<file path="config.mk">
export PLATFORM = sky130hd
export DESIGN_NAME = lcd_segment_frame_sender_top
export DESIGN_NICKNAME = d
export VERILOG_FILES = /design/src/lsfs_pkg.sv /design/src/lsfs_front.sv /design/src/lsfs_back.sv /design/src/lcd_segment_frame_sender_top.sv
export SDC_FILE = /design/constraint.sdc
export NUM_CORES = 1
export LEC_CHECK = 0
export CORE_UTILIZATION = 45
export CTS_CLUSTER_DIAMETER = 30
export DETAILED_ROUTE_END_ITERATION = 12
export DONT_BUFFER_PORTS = 1
export GPL_TIMING_DRIVEN = 0
export PLACE_DENSITY = 0.66
export SYNTH_ARGS = -nofsm -noshare
export SYNTH_HDL_FRONTEND = slang
export SYNTH_HIERARCHICAL = 1
export SYNTH_SLANG_ARGS = --single-unit
</file>
<file path="constraint.sdc">
create_clock -name clk_i -period 16.1 [get_ports clk_i]
set_input_delay 3.22 -clock clk_i [delete_from_list [all_inputs] [get_ports clk_i]]
set_output_delay 3.22 -clock clk_i [all_outputs]
set_load 0.02 [all_outputs]
</file>
<file path="src/lsfs_pkg.sv">
// lsfs_pkg: shared types and constants of the segment lcd frame sender
// used by lsfs_front, lsfs_back and the top level; depends on nothing
`default_nettype none

package lsfs_pkg;

  // command codes on the input stream
  localparam logic [2:0] CMD_SET    = 3'd0;
  localparam logic [2:0] CMD_CLEAR  = 3'd1;
  localparam logic [2:0] CMD_TOGGLE = 3'd2;
  localparam logic [2:0] CMD_DRAW   = 3'd3;
  localparam logic [2:0] CMD_SENT   = 3'd4;

  // serial address byte that opens every frame
  localparam logic [7:0] LCD_ADDRESS = 8'h41;

  // width of the send position counter
  localparam int unsigned POS_W = 5;

  // operation after classification
  typedef enum logic [2:0] {
    OP_NOP,
    OP_SET,
    OP_CLEAR,
    OP_TOGGLE,
    OP_DRAW,
    OP_SENT
  } lsfs_op_e;

  // classified request passed from front to back
  typedef struct packed {
    lsfs_op_e   op;
    logic [4:0] seg_byte;
    logic [7:0] mask;
  } lsfs_item_t;

  // queue head seen by the back part
  typedef struct packed {
    logic       valid;
    lsfs_item_t item;
  } lsfs_head_t;

  // one result of the back part
  typedef struct packed {
    logic       frame_done;
    logic       busy_res;
    logic       chip_enable;
    logic [7:0] send_byte;
    logic       send_valid;
  } lsfs_result_t;

endpackage

`default_nettype wire

</file>
<file path="src/lsfs_front.sv">
// lsfs_front: accepts input requests, classifies them and queues them
// depends on lsfs_pkg
`default_nettype none

module lsfs_front #(
  parameter int unsigned FRAME_BYTES = 20
) (
  input  wire logic               clk_i,
  input  wire logic               rst_ni,
  input  wire logic               in_valid_i,
  output logic                    in_ready_o,
  input  wire logic [2:0]         command_i,
  input  wire logic [4:0]         seg_byte_i,
  input  wire logic [2:0]         seg_bit_i,
  output lsfs_pkg::lsfs_head_t    head_o,
  input  wire logic               pop_i
);

  lsfs_pkg::lsfs_item_t item_in;
  lsfs_pkg::lsfs_item_t entry_q [2];
  logic                 wr_ptr_q, wr_ptr_d;
  logic                 rd_ptr_q, rd_ptr_d;
  logic [1:0]           count_q, count_d;
  logic                 push;
  logic                 pop;
  logic                 in_range;

  // classify the request; out-of-range edits become no-ops
  always_comb begin
    in_range         = seg_byte_i < 5'(FRAME_BYTES);
    item_in.seg_byte = seg_byte_i;
    item_in.mask     = 8'd1 << seg_bit_i;
    case (command_i)
      lsfs_pkg::CMD_SET:    item_in.op = in_range ? lsfs_pkg::OP_SET : lsfs_pkg::OP_NOP;
      lsfs_pkg::CMD_CLEAR:  item_in.op = in_range ? lsfs_pkg::OP_CLEAR : lsfs_pkg::OP_NOP;
      lsfs_pkg::CMD_TOGGLE: item_in.op = in_range ? lsfs_pkg::OP_TOGGLE : lsfs_pkg::OP_NOP;
      lsfs_pkg::CMD_DRAW:   item_in.op = lsfs_pkg::OP_DRAW;
      lsfs_pkg::CMD_SENT:   item_in.op = lsfs_pkg::OP_SENT;
      default:              item_in.op = lsfs_pkg::OP_NOP;
    endcase
  end

  // two-entry queue control
  assign in_ready_o = (count_q != 2'd2);
  assign push       = in_valid_i && in_ready_o;
  assign pop        = pop_i && (count_q != 2'd0);

  always_comb begin
    wr_ptr_d = push ? ~wr_ptr_q : wr_ptr_q;
    rd_ptr_d = pop ? ~rd_ptr_q : rd_ptr_q;
    count_d  = count_q;
    if (push && !pop) begin
      count_d = count_q + 2'd1;
    end else if (pop && !push) begin
      count_d = count_q - 2'd1;
    end
  end

  always_ff @(posedge clk_i or negedge rst_ni) begin
    if (!rst_ni) begin
      wr_ptr_q <= 1'b0;
      rd_ptr_q <= 1'b0;
      count_q  <= 2'd0;
    end else begin
      wr_ptr_q <= wr_ptr_d;
      rd_ptr_q <= rd_ptr_d;
      count_q  <= count_d;
    end
  end

  // queue storage
  always_ff @(posedge clk_i) begin
    if (push) begin
      entry_q[wr_ptr_q] <= item_in;
    end
  end

  assign head_o.valid = (count_q != 2'd0);
  assign head_o.item  = entry_q[rd_ptr_q];

endmodule

`default_nettype wire

</file>
<file path="src/lsfs_back.sv">
// lsfs_back: executes queued requests on the segment image and frame sender
// depends on lsfs_pkg
`default_nettype none

module lsfs_back #(
  parameter int unsigned FRAME_BYTES = 20
) (
  input  wire logic                clk_i,
  input  wire logic                rst_ni,
  input  wire lsfs_pkg::lsfs_head_t head_i,
  output logic                     pop_o,
  output logic                     out_valid_o,
  input  wire logic                out_ready_i,
  output lsfs_pkg::lsfs_result_t   out_o
);

  localparam int unsigned IdxW = (FRAME_BYTES > 1) ? $clog2(FRAME_BYTES) : 1;
  localparam logic [lsfs_pkg::POS_W-1:0] FrameLen = lsfs_pkg::POS_W'(FRAME_BYTES);

  logic [7:0]                seg_img_q  [FRAME_BYTES];
  logic [7:0]                seg_img_d  [FRAME_BYTES];
  logic [7:0]                xfer_img_q [FRAME_BYTES];
  logic [lsfs_pkg::POS_W-1:0] pos_q, pos_d;
  logic                      busy_q, busy_d;
  logic                      ce_q, ce_d;
  logic                      out_valid_q;
  lsfs_pkg::lsfs_result_t    out_q, res;
  logic                      copy;
  logic [IdxW-1:0]           edit_idx;
  logic [IdxW-1:0]           send_idx;
  logic [7:0]                cur;

  // take the next request when the result register is free or draining
  assign pop_o = head_i.valid && (!out_valid_q || out_ready_i);

  assign edit_idx = head_i.item.seg_byte[IdxW-1:0];
  assign send_idx = pos_q[IdxW-1:0];
  assign cur      = seg_img_q[edit_idx];

  // execute one request
  always_comb begin
    seg_img_d = seg_img_q;
    pos_d     = pos_q;
    busy_d    = busy_q;
    ce_d      = ce_q;
    copy      = 1'b0;
    res       = '0;
    case (head_i.item.op)
      lsfs_pkg::OP_SET:    seg_img_d[edit_idx] = cur | head_i.item.mask;
      lsfs_pkg::OP_CLEAR:  seg_img_d[edit_idx] = cur & ~head_i.item.mask;
      lsfs_pkg::OP_TOGGLE: seg_img_d[edit_idx] = cur ^ head_i.item.mask;
      lsfs_pkg::OP_DRAW: begin
        if (!busy_q) begin
          copy           = 1'b1;
          pos_d          = '0;
          ce_d           = 1'b0;
          busy_d         = 1'b1;
          res.send_valid = 1'b1;
          res.send_byte  = lsfs_pkg::LCD_ADDRESS;
        end
      end
      lsfs_pkg::OP_SENT: begin
        if (busy_q) begin
          if (pos_q >= FrameLen) begin
            pos_d          = '0;
            ce_d           = 1'b0;
            busy_d         = 1'b0;
            res.frame_done = 1'b1;
          end else begin
            ce_d           = 1'b1;
            res.send_valid = 1'b1;
            res.send_byte  = xfer_img_q[send_idx];
            pos_d          = pos_q + lsfs_pkg::POS_W'(1'b1);
          end
        end
      end
      default: ;
    endcase
    res.chip_enable = ce_d;
    res.busy_res    = busy_d;
  end

  // control state and segment image
  always_ff @(posedge clk_i or negedge rst_ni) begin
    if (!rst_ni) begin
      pos_q       <= '0;
      busy_q      <= 1'b0;
      ce_q        <= 1'b0;
      out_valid_q <= 1'b0;
      for (int i = 0; i < FRAME_BYTES; i++) begin
        seg_img_q[i] <= '0;
      end
    end else begin
      if (pop_o) begin
        pos_q     <= pos_d;
        busy_q    <= busy_d;
        ce_q      <= ce_d;
        seg_img_q <= seg_img_d;
      end
      if (pop_o) begin
        out_valid_q <= 1'b1;
      end else if (out_ready_i) begin
        out_valid_q <= 1'b0;
      end
    end
  end

  // transfer copy and result register
  always_ff @(posedge clk_i) begin
    if (pop_o && copy) begin
      xfer_img_q <= seg_img_q;
    end
    if (pop_o) begin
      out_q <= res;
    end
  end

  assign out_valid_o = out_valid_q;
  assign out_o       = out_q;

endmodule

`default_nettype wire

</file>
<file path="src/lcd_segment_frame_sender_top.sv">
// lcd_segment_frame_sender_top: segment lcd frame sender, front classifier plus
// back executor; depends on lsfs_pkg, lsfs_front and lsfs_back
//
// channel  dir  handshake                    tdata / tuser
// s_axis   in   s_axis_tvalid/s_axis_tready  tuser command, tdata seg_byte/seg_bit
// m_axis   out  m_axis_tvalid/m_axis_tready  tdata one result per request
//
// every request gives exactly one result, one request per cycle sustained while m_axis_tready stays high
// a taken request is written into the queue and popped from there by the back part,
// which loads the result register; the result is on m_axis from then on
// a two-entry queue parts the input from the back part; m_axis stalls back up
// into the queue and then into s_axis_tready
// reset clears the segment image, the send position and all status at once
`default_nettype none

module lcd_segment_frame_sender_top #(
  parameter int unsigned FRAME_BYTES = 20
) (
  input  wire logic        clk_i,
  input  wire logic        rst_ni,
  input  wire logic        s_axis_tvalid,
  output logic             s_axis_tready,
  input  wire logic [7:0]  s_axis_tdata,   // [4:0] seg_byte, [7:5] seg_bit
  input  wire logic [2:0]  s_axis_tuser,   // [2:0] command
  output logic             m_axis_tvalid,
  input  wire logic        m_axis_tready,
  output logic [15:0]      m_axis_tdata    // [0] send_valid, [8:1] send_byte,
                                           // [9] chip_enable, [10] busy_res,
                                           // [11] frame_done, [15:12] zero
);

  lsfs_pkg::lsfs_head_t   head;
  lsfs_pkg::lsfs_result_t res;
  logic                   pop;

  // request classifier and queue
  lsfs_front #(
    .FRAME_BYTES(FRAME_BYTES)
  ) u_front (
    .clk_i      (clk_i),
    .rst_ni     (rst_ni),
    .in_valid_i (s_axis_tvalid),
    .in_ready_o (s_axis_tready),
    .command_i  (s_axis_tuser),
    .seg_byte_i (s_axis_tdata[4:0]),
    .seg_bit_i  (s_axis_tdata[7:5]),
    .head_o     (head),
    .pop_i      (pop)
  );

  // image update and frame sender
  lsfs_back #(
    .FRAME_BYTES(FRAME_BYTES)
  ) u_back (
    .clk_i       (clk_i),
    .rst_ni      (rst_ni),
    .head_i      (head),
    .pop_o       (pop),
    .out_valid_o (m_axis_tvalid),
    .out_ready_i (m_axis_tready),
    .out_o       (res)
  );

  // pack the result, last struct field lowest
  assign m_axis_tdata = {4'b0000, res.frame_done, res.busy_res, res.chip_enable,
                         res.send_byte, res.send_valid};

endmodule

`default_nettype wire

</file>
* Word-level counts from Yosys, hierarchy flattened *
Memory sizes are Yosys's and may differ from the RTL's.
Index checks and enable logic that the tools add are counted.

operators by class
  shifts and indexed selects = 1
  $add $sub $neg = 3
  order comparisons = 5
  eq/ne operators = 12
  bitwise logic cells = 8
  muxes and demuxes = 39
  reduce and logical (&&, ||, !) cells = 20

operators by type and width
  cell                                              number
  bitwise mux 160 bit                               3
  case mux 160 bit (3 select lines)                 1
  binary-select mux 8 bit (select 5 bit)            2
  two-way mux 8 bit                                 6
  demux 8 bit (select 5 bit)                        1
  two-way mux 9 bit                                 2
  case mux 9 bit (2 select lines)                   1
  two-way mux 5 bit                                 3
  case mux 3 bit (5 select lines)                   1
  == test 3 x 2 -> 1 bit (second input constant)    4
  >= comparator 6 bit (second input constant)       2
  two-way mux 1 bit                                 12
  inverter 5 -> 6 bit                               2
  case mux 5 bit (2 select lines)                   1
  == test 3 bit (second input constant)             3
  AND 8 bit                                         1
  two-way mux 2 bit                                 4
  inverter 8 bit                                    1
  OR 8 bit                                          1
  nonzero test 2 bit                                4
  left shift 1 x 3 -> 8 bit (first input constant)  1
  bitwise XOR 8 bit                                 1
  logical AND 1 bit                                 7
  == test 3 x 1 -> 1 bit (second input constant)    2
  16 further kinds                                  22

storage, ports and cells
  bits of input ports = 15
  RAM bits = 32
  output and inout port bits = 18
  word-level logic and storage cells = 141
  memories = 1
  flip-flop bits (word level) = 344

memory list
  memory           words  width  rd ports  clocked after memory_dff  wr ports  line              source
  u_front.entry_q  2      16     1         0                         1         lsfs_front.sv:20  lsfs_pkg::lsfs_item_t entry_q [2];

* Logic depth before layout (Yosys ltp) *
Gate-level depths: netlist of the first run.
An unclocked memory read counts as a cell.

  word-level depth = 8
  gate-level depth with buffers = 15
  mapped depth without buffers = 9

* Cells and area by module *
The synthesis of the first run kept the hierarchy.

modules (own cells, without submodules)
  module                        cells an instance  area an instance (um^2)  times used  seq. area each (um^2)
  lsfs_back                     890                14955.6                  1           9369.0
  lsfs_front                    86                 1514.0                   1           1061.0
  lcd_segment_frame_sender_top  5                  33.8                     1           0.0

* Least setup slack after synthesis of the first run *
No wires, ideal clock.

  kind = input-to-reg
  start point = in m_axis_tready
  end point = reg u_back/xfer_img_q[0] (netlist bit), enable pin
  path slack = 0.807 ns
  setup time = 0.876 ns
  stages = 3
  arrival = 14.416 ns
  required time = 15.224 ns
  buffers on the path = 0
  cell sequence = nand2b_1 nand2_1 nor3_1

on the way
  longest elaborated chain between the ends = 3

ends and longest elaborated chain
  element               line                                source
  from (decl)           lcd_segment_frame_sender_top.sv:26  input wire logic m_axis_tready,
  logical OR 1 bit      lsfs_back.sv:34                     assign pop_o = head_i.valid && (!out_valid_q || out_ready_i);
  logical AND 1 bit     lsfs_back.sv:34
  logical AND 1 bit     lsfs_back.sv:110                    if (pop_o && copy) begin
  to (signal assigned)  lsfs_back.sv:111                    xfer_img_q <= seg_img_q;
  to (decl)             lsfs_back.sv:22                     logic [7:0] xfer_img_q [FRAME_BYTES];

Every way passes these cells.
A chain may end at the register's enable or synchronous reset.

* Worst setup path after layout of the first run *
  start point = in m_axis_tready
  end point = reg u_back/xfer_img_q[122] (netlist bit), enable pin

Same word-level chain as after synthesis.

==> flow_metrics.env, run 1 <==
export IMPL_crit_path_start_kind="input pin"
export IMPL_first_global_vias=9571
export IMPL_yosys_warnings=6
export IMPL_clock_path_buffers=3
export IMPL_skew_ns=0.0260
export IMPL_cts_buffers=80
export IMPL_grt_use_total=0.230
export IMPL_cp_end_kind="register"
export IMPL_fin_nets=1115
export IMPL_report_final_slew_viol_count=0
export IMPL_antenna_found_initial=1
export IMPL_drc=0
export IMPL_rows=69
export IMPL_synth_flop_cell="edfxtp_1"
export IMPL_antenna_left=0
export IMPL_vias=9569
export IMPL_ys_seq_area_frac=0.632
export IMPL_cp_required_ns=16.38
export IMPL_hp_class="register to register"
export IMPL_final_cell_mix="204 x edfxtp_1, 172 x dfrtp_1, 162 x mux2_2"
export IMPL_worst_pin_slew_ns=1.18
export IMPL_status="finished, final reports clean"
export IMPL_syn_avg_cell_area_um2=16.8
export IMPL_utilization=0.557
export IMPL_worst_endpoint_arrival_ns=5.34
export IMPL_timing_hold_violations_final=0
export IMPL_cts_tree="done"
export IMPL_cts_num_sinks=376
export IMPL_grt_max_degree=173
export IMPL_fmax_mhz=197
export IMPL_worstSetupPathType="input pin to register"
export IMPL_final_common_cell="edfxtp_1"
export IMPL_wire_per_inst_um=26.0
export IMPL_cts_resized=0
export IMPL_numPortBuffers=0
export IMPL_gp_congestion=0.909
export IMPL_rr_worst_depth=14
export IMPL_die_y_um=194
export IMPL_syn_cell_area_um2=16500
export IMPL_io_pins=33
export IMPL_maxCapViolations=0
export IMPL_synthTopCellsByArea="edfxtp_1 37%, dfrtp_1 26%, mux2_2 11%"
export IMPL_diodes=0
export IMPL_start_util=0.461
export IMPL_wl_mm=41.9
export IMPL_overflow=0
export IMPL_dr_pass1_iters=5
export IMPL_fin_crit_sh=0.315
export IMPL_fin_setup_tns_ns=0
export IMPL_core_area_um2=35800
export IMPL_pre_cts_slack_ns=10.46
export IMPL_synth_top_area_frac=0.371
export IMPL_peakVddDrop_mv=0.0901
export IMPL_place_hpwl_mm=27.5
export IMPL_cts_max_level=3
export IMPL_fill_cells=2738
export IMPL_synth_seq_cells=376
export IMPL_synth_top_cell_by_area="edfxtp_1"
export IMPL_finalCriticalPeriod_ns=5.06
export IMPL_cts_setup_buffers=0
export IMPL_grt_pass1_wl_mm=62.9
export IMPL_synth_edff_count=204
export IMPL_die_w_um=194
export IMPL_clk_latency_ns=0.59
export IMPL_area_growth_synth_to_final_pct=20.8
export IMPL_ys_types=59
export IMPL_cts_clk_slew_worst_paths_ns=0.05
export IMPL_drive_above_1_share=0.396
export IMPL_p_leak_uw=0.00800
export IMPL_rsz0062_at_grt="no"
export IMPL_finalSetupViolCount=0
export IMPL_vias_per_cell=5.94
export IMPL_die_area_um2=37400
export IMPL_power_density_nw_per_um2=212
export IMPL_maxSlewHeadroom=0.212
export IMPL_layout_cells_non_filler=1610
export IMPL_cp_max_fo=12
export IMPL_dr_first_iter_drc_count=801
export IMPL_dp_cells=1460
export IMPL_min_path_cells=0
export IMPL_async_flop_share=0.457
export IMPL_layout_setup_ws_ns=11.04
export IMPL_cts_root_buffer="clkbuf_16"
export IMPL_synth_cells=981
export IMPL_postCtsHoldBufs=0
power breakdown:
part	internal [uW]	leakage (uW)	total [uW]	switching, uW
Clock	1040	0.00128	1590	545
Combinational	475	0.00249	1140	666
Sequential	1340	0.00424	1510	168
synthesized netlist by cell type, types with 6 or more instances:
| master | number |
|---|---|
| a211oi_1 | 7 |
| a21oi_1 | 6 |
| a22oi_1 | 14 |
| and3_1 | 11 |
| buf_2 | 17 |
| buf_4 | 8 |
| clkbuf_1 | 35 |
| dfrtp_1 | 172 |
| edfxtp_1 | 204 |
| ha_1 | 19 |
| inv_1 | 17 |
| mux2_1 | 8 |
| mux2_2 | 162 |
| mux2_4 | 17 |
| mux2i_1 | 35 |
| mux4_2 | 69 |
| nand2_1 | 30 |
| nand2b_1 | 8 |
| nand3_1 | 17 |
| nor2_1 | 13 |
| nor2_2 | 10 |
| nor2b_1 | 11 |
| nor3_1 | 8 |
| o21ai_0 | 7 |
| o22ai_1 | 7 |
| or3_1 | 7 |
layer usage:
layer,global-route usage,wire length [um]
met5,0,15
met4,0.0910,1230
met3,0.0455,3130
met2,0.354,19600
met1,0.323,17900
cell type report:
class,instances,area (um2),area share
clock buffers,92,2090,0.105
inverters,17,63.8,0.00320
flip-flops and latches,376,10400,0.523
plain buffers,65,327,0.0164
multi-input cells,526,5700,0.286
repair buffers,15,180,0.00903
clock inverters,58,578,0.0290
well taps,461,577,0.0289
critical path, stage by stage:
cell and delay [ns]:
nand2b_1 0.43, nand2_1 0.17, nor3_2 0.72, buf_6 0.25, buf_6 0.19, buf_8 0.17, buf_6 0.17
stage by stage:
step	hold slack (ns)	total power, uW	instance area, um2
3_3_place_gp	0.447	2630	17100
3_5_place_dp	0.448	2650	17300
2_1_floorplan	0.436	2240	16500
6_report	0.452	4240	19900
4_1_cts	0.448	4250	19900
5_1_grt	0.467	4400	19900
logic make-up (layout without fill, tap and decap cells):
group                    count (synthesis)  count (layout)  synth area share
AND/OR/NAND/NOR                        145             145            0.0539
other                                    1               4          0.000227
XOR/XNOR                                 7               7           0.00372
flip-flops                             376             376             0.632
multiplexers                           291             291             0.247
adder cells (fa/ha/maj)                 19              19            0.0144
AO/OA/AOI/OAI                           60              60            0.0252
buffers and inverters                   82             247            0.0237
final timing paths:
| check | from | endpoint | slack (ns) |
|---|---|---|---|
| worst max-delay path | m_axis_tready | u_back/xfer_img_q[122] | 11.04 |
| worst min-delay path | register | u_back/xfer_img_q[12] | 0.45 |
| worst max register to register | u_front/rd_ptr_q | register | 11.40 |
| worst min register to register | register | u_back/xfer_img_q[12] | 0.45 |
| max in group asynchronous | rst_ni | asynchronous set/reset pin | 13.22 |
| min in group asynchronous | rst_ni | asynchronous set/reset pin | 2.36 |
No activity file was read; power rests on OpenSTA's default activity.
==> run 2, diff against run 1 <==
--- a/config.mk
+++ b/config.mk
@@ -10,7 +10,7 @@
 export DETAILED_ROUTE_END_ITERATION = 12
 export DONT_BUFFER_PORTS = 1
 export GPL_TIMING_DRIVEN = 0
-export PLACE_DENSITY = 0.66
+export PLACE_DENSITY = 0.68
 export SYNTH_ARGS = -nofsm -noshare
 export SYNTH_HDL_FRONTEND = slang
 export SYNTH_HIERARCHICAL = 1
==> constraint.sdc (replaced) <==
create_clock -name clk_i -period 4.6 [get_ports clk_i]
set_input_delay 0.92 -clock clk_i [delete_from_list [all_inputs] [get_ports clk_i]]
set_output_delay 0.92 -clock clk_i [all_outputs]
set_load 0.02 [all_outputs]
==> flow_metrics.env, run 2 (synthesized netlist as in run 1, its figures left out) <==
export IMPL_status="finished, violations left"
export IMPL_violations="DRC"
export IMPL_antenna_found_initial=0
export IMPL_dr_first_iter_drc_count=873
export IMPL_seq_area_um2=10400
export IMPL_rr_worst_depth=13
export IMPL_wl_mm=41.1
export IMPL_overflow=0
export IMPL_fill_cells=2712
export IMPL_fin_area_um2=19800
export IMPL_r2r_slack_ns=0.16
export IMPL_cts_clk_slew_worst_paths_ns=0.05
export IMPL_final_common_cell="edfxtp_1"
export IMPL_vias=9325
export IMPL_skew_ns=0.0174
export IMPL_maxSlewHeadroom=0.154
export IMPL_fmax_mhz=225
export IMPL_vias_per_cell=5.89
export IMPL_io_pins=33
export IMPL_cts_setup_buffers=0
export IMPL_rows=69
export IMPL_power_density_nw_per_um2=735
export IMPL_report_final_slew_viol_count=0
export IMPL_hp_class="input pin to asynchronous set/reset pin"
export IMPL_gp_congestion=0.900
export IMPL_place_hpwl_mm=27.1
export IMPL_grt_use_total=0.226
export IMPL_multi_input_area_um2=5720
export IMPL_drc=3
export IMPL_cts_num_sinks=376
export IMPL_cp_slowest_cell="clkbuf_1"
export IMPL_cts_root_buffer="clkbuf_16"
export IMPL_rsz0062_at_grt="no"
export IMPL_timing_rr_start="u_front/rd_ptr_q"
export IMPL_fin_crit_sh=0.965
export IMPL_die_area_um2=37400
export IMPL_cp_cell_sequence="buf_6, mux2_2, buf_2, buf_2, clkbuf_1, mux4_2, nand2_1, and3_1, ha_1, mux2i_1, mux2i_1, clkbuf_1, mux2_2"
export IMPL_wire_per_inst_um=26.0
export IMPL_start_util=0.461
export IMPL_grt_max_degree=173
export IMPL_fin_setup_tns_ns=0
export IMPL_dr_pass1_iters=9
export IMPL_cp_startpoint="u_front/rd_ptr_q"
export IMPL_numPortBuffers=0
export IMPL_cts_buffers=71
export IMPL_finalCriticalPeriod_ns=4.44
export IMPL_first_global_vias=9619
export IMPL_postCtsHoldBufs=0
export IMPL_p_leak_uw=0.00791
export IMPL_drive_above_1_share=0.385
export IMPL_cts_resized=4
export IMPL_cts_tree="done"
export IMPL_slowest_delay_ns=0.62
export IMPL_power_uw=14500
export IMPL_clk_latency_ns=0.57
export IMPL_diodes=0
export IMPL_cp_required_ns=5.10
export IMPL_antenna_left=0
export IMPL_worstSetupPathType="register to register"
export IMPL_die_w_um=194
export IMPL_cp_end_kind="register"
export IMPL_crit_path_start_kind="register"
export IMPL_dpl_instance_area_um2=17300
export IMPL_final_cell_mix="204 x edfxtp_1, 172 x dfrtp_1, 162 x mux2_2"
export IMPL_worst_endpoint_arrival_ns=4.94
export IMPL_core_area_um2=35800
export IMPL_fin_nets=1098
export IMPL_maxCapViolations=0
export IMPL_clock_path_buffers=3
export IMPL_grt_pass1_wl_mm=61.9
export IMPL_layout_setup_ws_ns=0.163
export IMPL_die_y_um=194
export IMPL_cp_max_fo=17
export IMPL_peakVddDrop_mv=0.312
export IMPL_cts_max_level=3
export IMPL_worst_pin_slew_ns=1.26
export IMPL_timing_hold_violations_final=0
export IMPL_pre_cts_slack_ns=-0.158
export IMPL_finalSetupViolCount=0
export IMPL_area_growth_synth_to_final_pct=19.9
-- run 2: metal layers --
metal,vias to the layer above,share of wire,GRT usage
met3,98,0.078,0.0584
met1,4850,0.41,0.295
li1,3983,-,-
met2,394,0.47,0.359
met5,-,0,0
met4,0,0.037,0.0984
-- run 2: cell type report --
cell class                      count  share of cell area
Buffer                             64              0.0179
Clock buffer                       90              0.0976
Clock inverter                     41              0.0261
Inverter                           17             0.00323
Multi-Input combinational cell    526               0.289
Sequential cell                   376               0.527
Tap cell                          461              0.0292
Timing Repair Buffer                8             0.00987
-- run 2: metrics by stage --
step	instances	hold WS, ns	util
after global routing	1583	0.0571	0.552
after floorplan	984	0.436	-
after detailed placement	1453	0.451	0.483
after global placement	1445	0.447	0.478
after CTS	1583	0.0405	0.552
final	1583	0.0721	0.552
-- run 2: power breakdown --
| group | internal [uW] | switching, uW |
|---|---|---|
| clock | 3450 | 1750 |
| sequential | 4700 | 591 |
| combinational | 1700 | 2350 |
| total | 9850 | 4680 |
-- run 2: how the worst min path moves through the flow --
stage,startpoint,end,slack (ns)
after detailed placement,register,u_back/xfer_img_q[107],0.45
after global routing,rst_ni,asynchronous set/reset pin,0.06
after global placement,register,u_back/xfer_img_q[77],0.45
after floorplan,register,u_back/xfer_img_q[136],0.44
final,rst_ni,asynchronous set/reset pin,0.07
after CTS,rst_ni,asynchronous set/reset pin,0.04
-- run 2: critical path, delay by kind of cell (launching register included) --
family | cells | cell delay, ns
adder cells (fa/ha/maj) | 1 | 0.27
multiplexers | 5 | 1.15
AND/OR/NAND/NOR | 2 | 0.35
flip-flops | 1 | 0.37
buffers and inverters | 5 | 2.21
==> run 3, diff against run 2 <==
--- a/config.mk
+++ b/config.mk
@@ -5,12 +5,14 @@
 export SDC_FILE = /design/constraint.sdc
 export NUM_CORES = 1
 export LEC_CHECK = 0
+export ABC_AREA = 1
 export CORE_UTILIZATION = 45
 export CTS_CLUSTER_DIAMETER = 30
 export DETAILED_ROUTE_END_ITERATION = 12
 export DONT_BUFFER_PORTS = 1
 export GPL_TIMING_DRIVEN = 0
 export PLACE_DENSITY = 0.68
+export SLEW_MARGIN = 10
 export SYNTH_ARGS = -nofsm -noshare
 export SYNTH_HDL_FRONTEND = slang
 export SYNTH_HIERARCHICAL = 1
==> flow_metrics.env, run 3 <==
export IMPL_status="finished, final reports clean"
export IMPL_synth_edff_count=204
export IMPL_syn_cell_area_um2=16700
export IMPL_grt_pass1_wl_mm=75.3
export IMPL_cts_root_buffer="clkbuf_16"
export IMPL_worst_pin_slew_ns=1.06
export IMPL_numPortBuffers=0
export IMPL_gp_congestion=0.972
export IMPL_die_w_um=195
export IMPL_peakVddDrop_mv=0.494
export IMPL_core_area_um2=36500
export IMPL_holdWs_ns=0.0641
export IMPL_grt_max_degree=173
export IMPL_fin_crit_sh=0.926
export IMPL_timing_rr_start="u_front/rd_ptr_q"
export IMPL_fin_setup_tns_ns=0
export IMPL_async_flop_share=0.457
export IMPL_ys_types=37
export IMPL_wire_per_inst_um=21.1
export IMPL_fmax_mhz=235
export IMPL_start_util=0.457
export IMPL_synthTopCellsByArea="edfxtp_1 37%, dfrtp_1 26%, nor2_1 7.0%"
export IMPL_maxSlewHeadroom=0.285
export IMPL_maxCapViolations=0
export IMPL_synth_flop_cell="edfxtp_1"
export IMPL_cts_setup_buffers=0
export IMPL_dpl_instance_area_um2=17400
export IMPL_final_cell_mix="306 x nor2_1, 283 x nand2_1, 207 x inv_1"
export IMPL_cts_buffers=69
export IMPL_diodes=0
export IMPL_worstSetupPathType="register to register"
export IMPL_ys_seq_area_frac=0.625
export IMPL_cts_max_level=3
export IMPL_die_y_um=195
export IMPL_cp_required_ns=5.07
export IMPL_cp_startpoint="u_front/rd_ptr_q"
export IMPL_hp_class="input pin to asynchronous set/reset pin"
export IMPL_cts_tree="done"
export IMPL_clk_latency_ns=0.57
export IMPL_synth_seq_cells=376
export IMPL_overflow=0
export IMPL_synthMostInstantiatedCell="nor2_1"
export IMPL_utilization=0.538
export IMPL_dr_pass1_iters=6
export IMPL_io_pins=33
export IMPL_cts_num_sinks=376
export IMPL_finalSetupViolCount=0
export IMPL_cts_clk_slew_worst_paths_ns=0.05
export IMPL_final_common_cell="nor2_1"
export IMPL_synth_cells=1748
export IMPL_synth_top_area_frac=0.367
export IMPL_p_leak_uw=0.00869
export IMPL_dr_first_iter_drc_count=1629
export IMPL_fin_nets=1862
export IMPL_area_growth_synth_to_final_pct=17.8
export IMPL_postCtsHoldBufs=0
export IMPL_fin_area_um2=19600
export IMPL_rr_worst_depth=17
export IMPL_synth_top_cell_by_area="edfxtp_1"
export IMPL_antenna_left=0
export IMPL_first_global_vias=12716
export IMPL_clock_path_buffers=3
export IMPL_power_density_nw_per_um2=789
export IMPL_crit_path_start_kind="register"
export IMPL_wl_mm=49.8
export IMPL_drive_above_1_share=0.108
export IMPL_pre_cts_slack_ns=0.608
export IMPL_syn_avg_cell_area_um2=9.54
export IMPL_cts_resized=0
export IMPL_rsz0062_at_grt="no"
export IMPL_vias=12927
export IMPL_place_hpwl_mm=34.0
export IMPL_finalCriticalPeriod_ns=4.26
export IMPL_drc=0
export IMPL_vias_per_cell=5.49
export IMPL_rows=70
export IMPL_timing_hold_violations_final=0
export IMPL_cp_max_fo=10
export IMPL_report_final_slew_viol_count=0
export IMPL_grt_use_total=0.268
export IMPL_layout_setup_ws_ns=0.341
export IMPL_skew_ns=0.0290
export IMPL_worst_endpoint_arrival_ns=4.72
export IMPL_cp_end_kind="register"
export IMPL_yosys_warnings=6
export IMPL_antenna_found_initial=0
export IMPL_synth_common_cells="309 x nor2_1, 283 x nand2_1, 207 x inv_1"
export IMPL_die_area_um2=37800
export IMPL_r2r_slack_ns=0.34
run 3: through the flow:
stage               power (uW)  instances
finish                   15500       2353
CTS                      15300       2353
detailed placement       10500       2225
global route             16100       2353
floorplan                 8330       1751
global placement         10300       2219
run 3: power breakdown:
part	switching (uW)	internal, uW
Clock	1720	3070
Combinational	4160	1410
Sequential	491	4650
Total	6370	9130
run 3: layer usage:
metal / part of all wire / vias to the layer above / global-route usage
met2: 0.47 / 697 / 0.435
met3: 0.097 / 133 / 0.0519
met1: 0.38 / 6155 / 0.341
met4: 0.049 / 0 / 0.139
li1: - / 5942 / -
met5: 0 / - / 0
run 3: cell families after synthesis:
logic type	count (synthesis)	synth area share
AND/OR/NAND/NOR	678	0.164
adder cells (fa/ha/maj)	19	0.0143
XOR/XNOR	4	0.00255
buffers and inverters	306	0.0761
AO/OA/AOI/OAI	364	0.117
other	1	0.000225
flip-flops	376	0.625
run 3: how the worst min path moves through the flow:
stage              from                         end  slack, ns
3_5_place_dp   register       u_back/xfer_img_q[31]       0.43
3_3_place_gp   register       u_back/xfer_img_q[40]       0.43
4_1_cts          rst_ni  asynchronous set/reset pin       0.05
2_1_floorplan  register        u_back/xfer_img_q[0]       0.42
5_1_grt          rst_ni  asynchronous set/reset pin       0.05
6_report         rst_ni  asynchronous set/reset pin       0.06
run 3: layout make-up:
type	instances	area (um2)
buffer	88	444
inverter	218	826
multi-input combinational	1069	5000
timing repair buffer	6	143
fill	3072	16900
clock inverter	40	344
clock buffer	88	1870
sequential	376	10400
tap	468	586
run 3: critical path, cell delays in order (launching register included):
cell,delay (ns)
dfrtp_1,0.36
buf_6,0.15
clkbuf_8,0.16
nand2_1,0.06
nand2_1,0.12
nor2_2,0.59
inv_1,0.35
buf_2,0.31
o22ai_1,0.18
o21ai_0,0.30
nand2_1,0.29
nor2_1,0.09
ha_1,0.28
nand2_1,0.05
o211ai_1,0.11
buf_2,0.49
nor2_1,0.10
a21oi_1,0.17
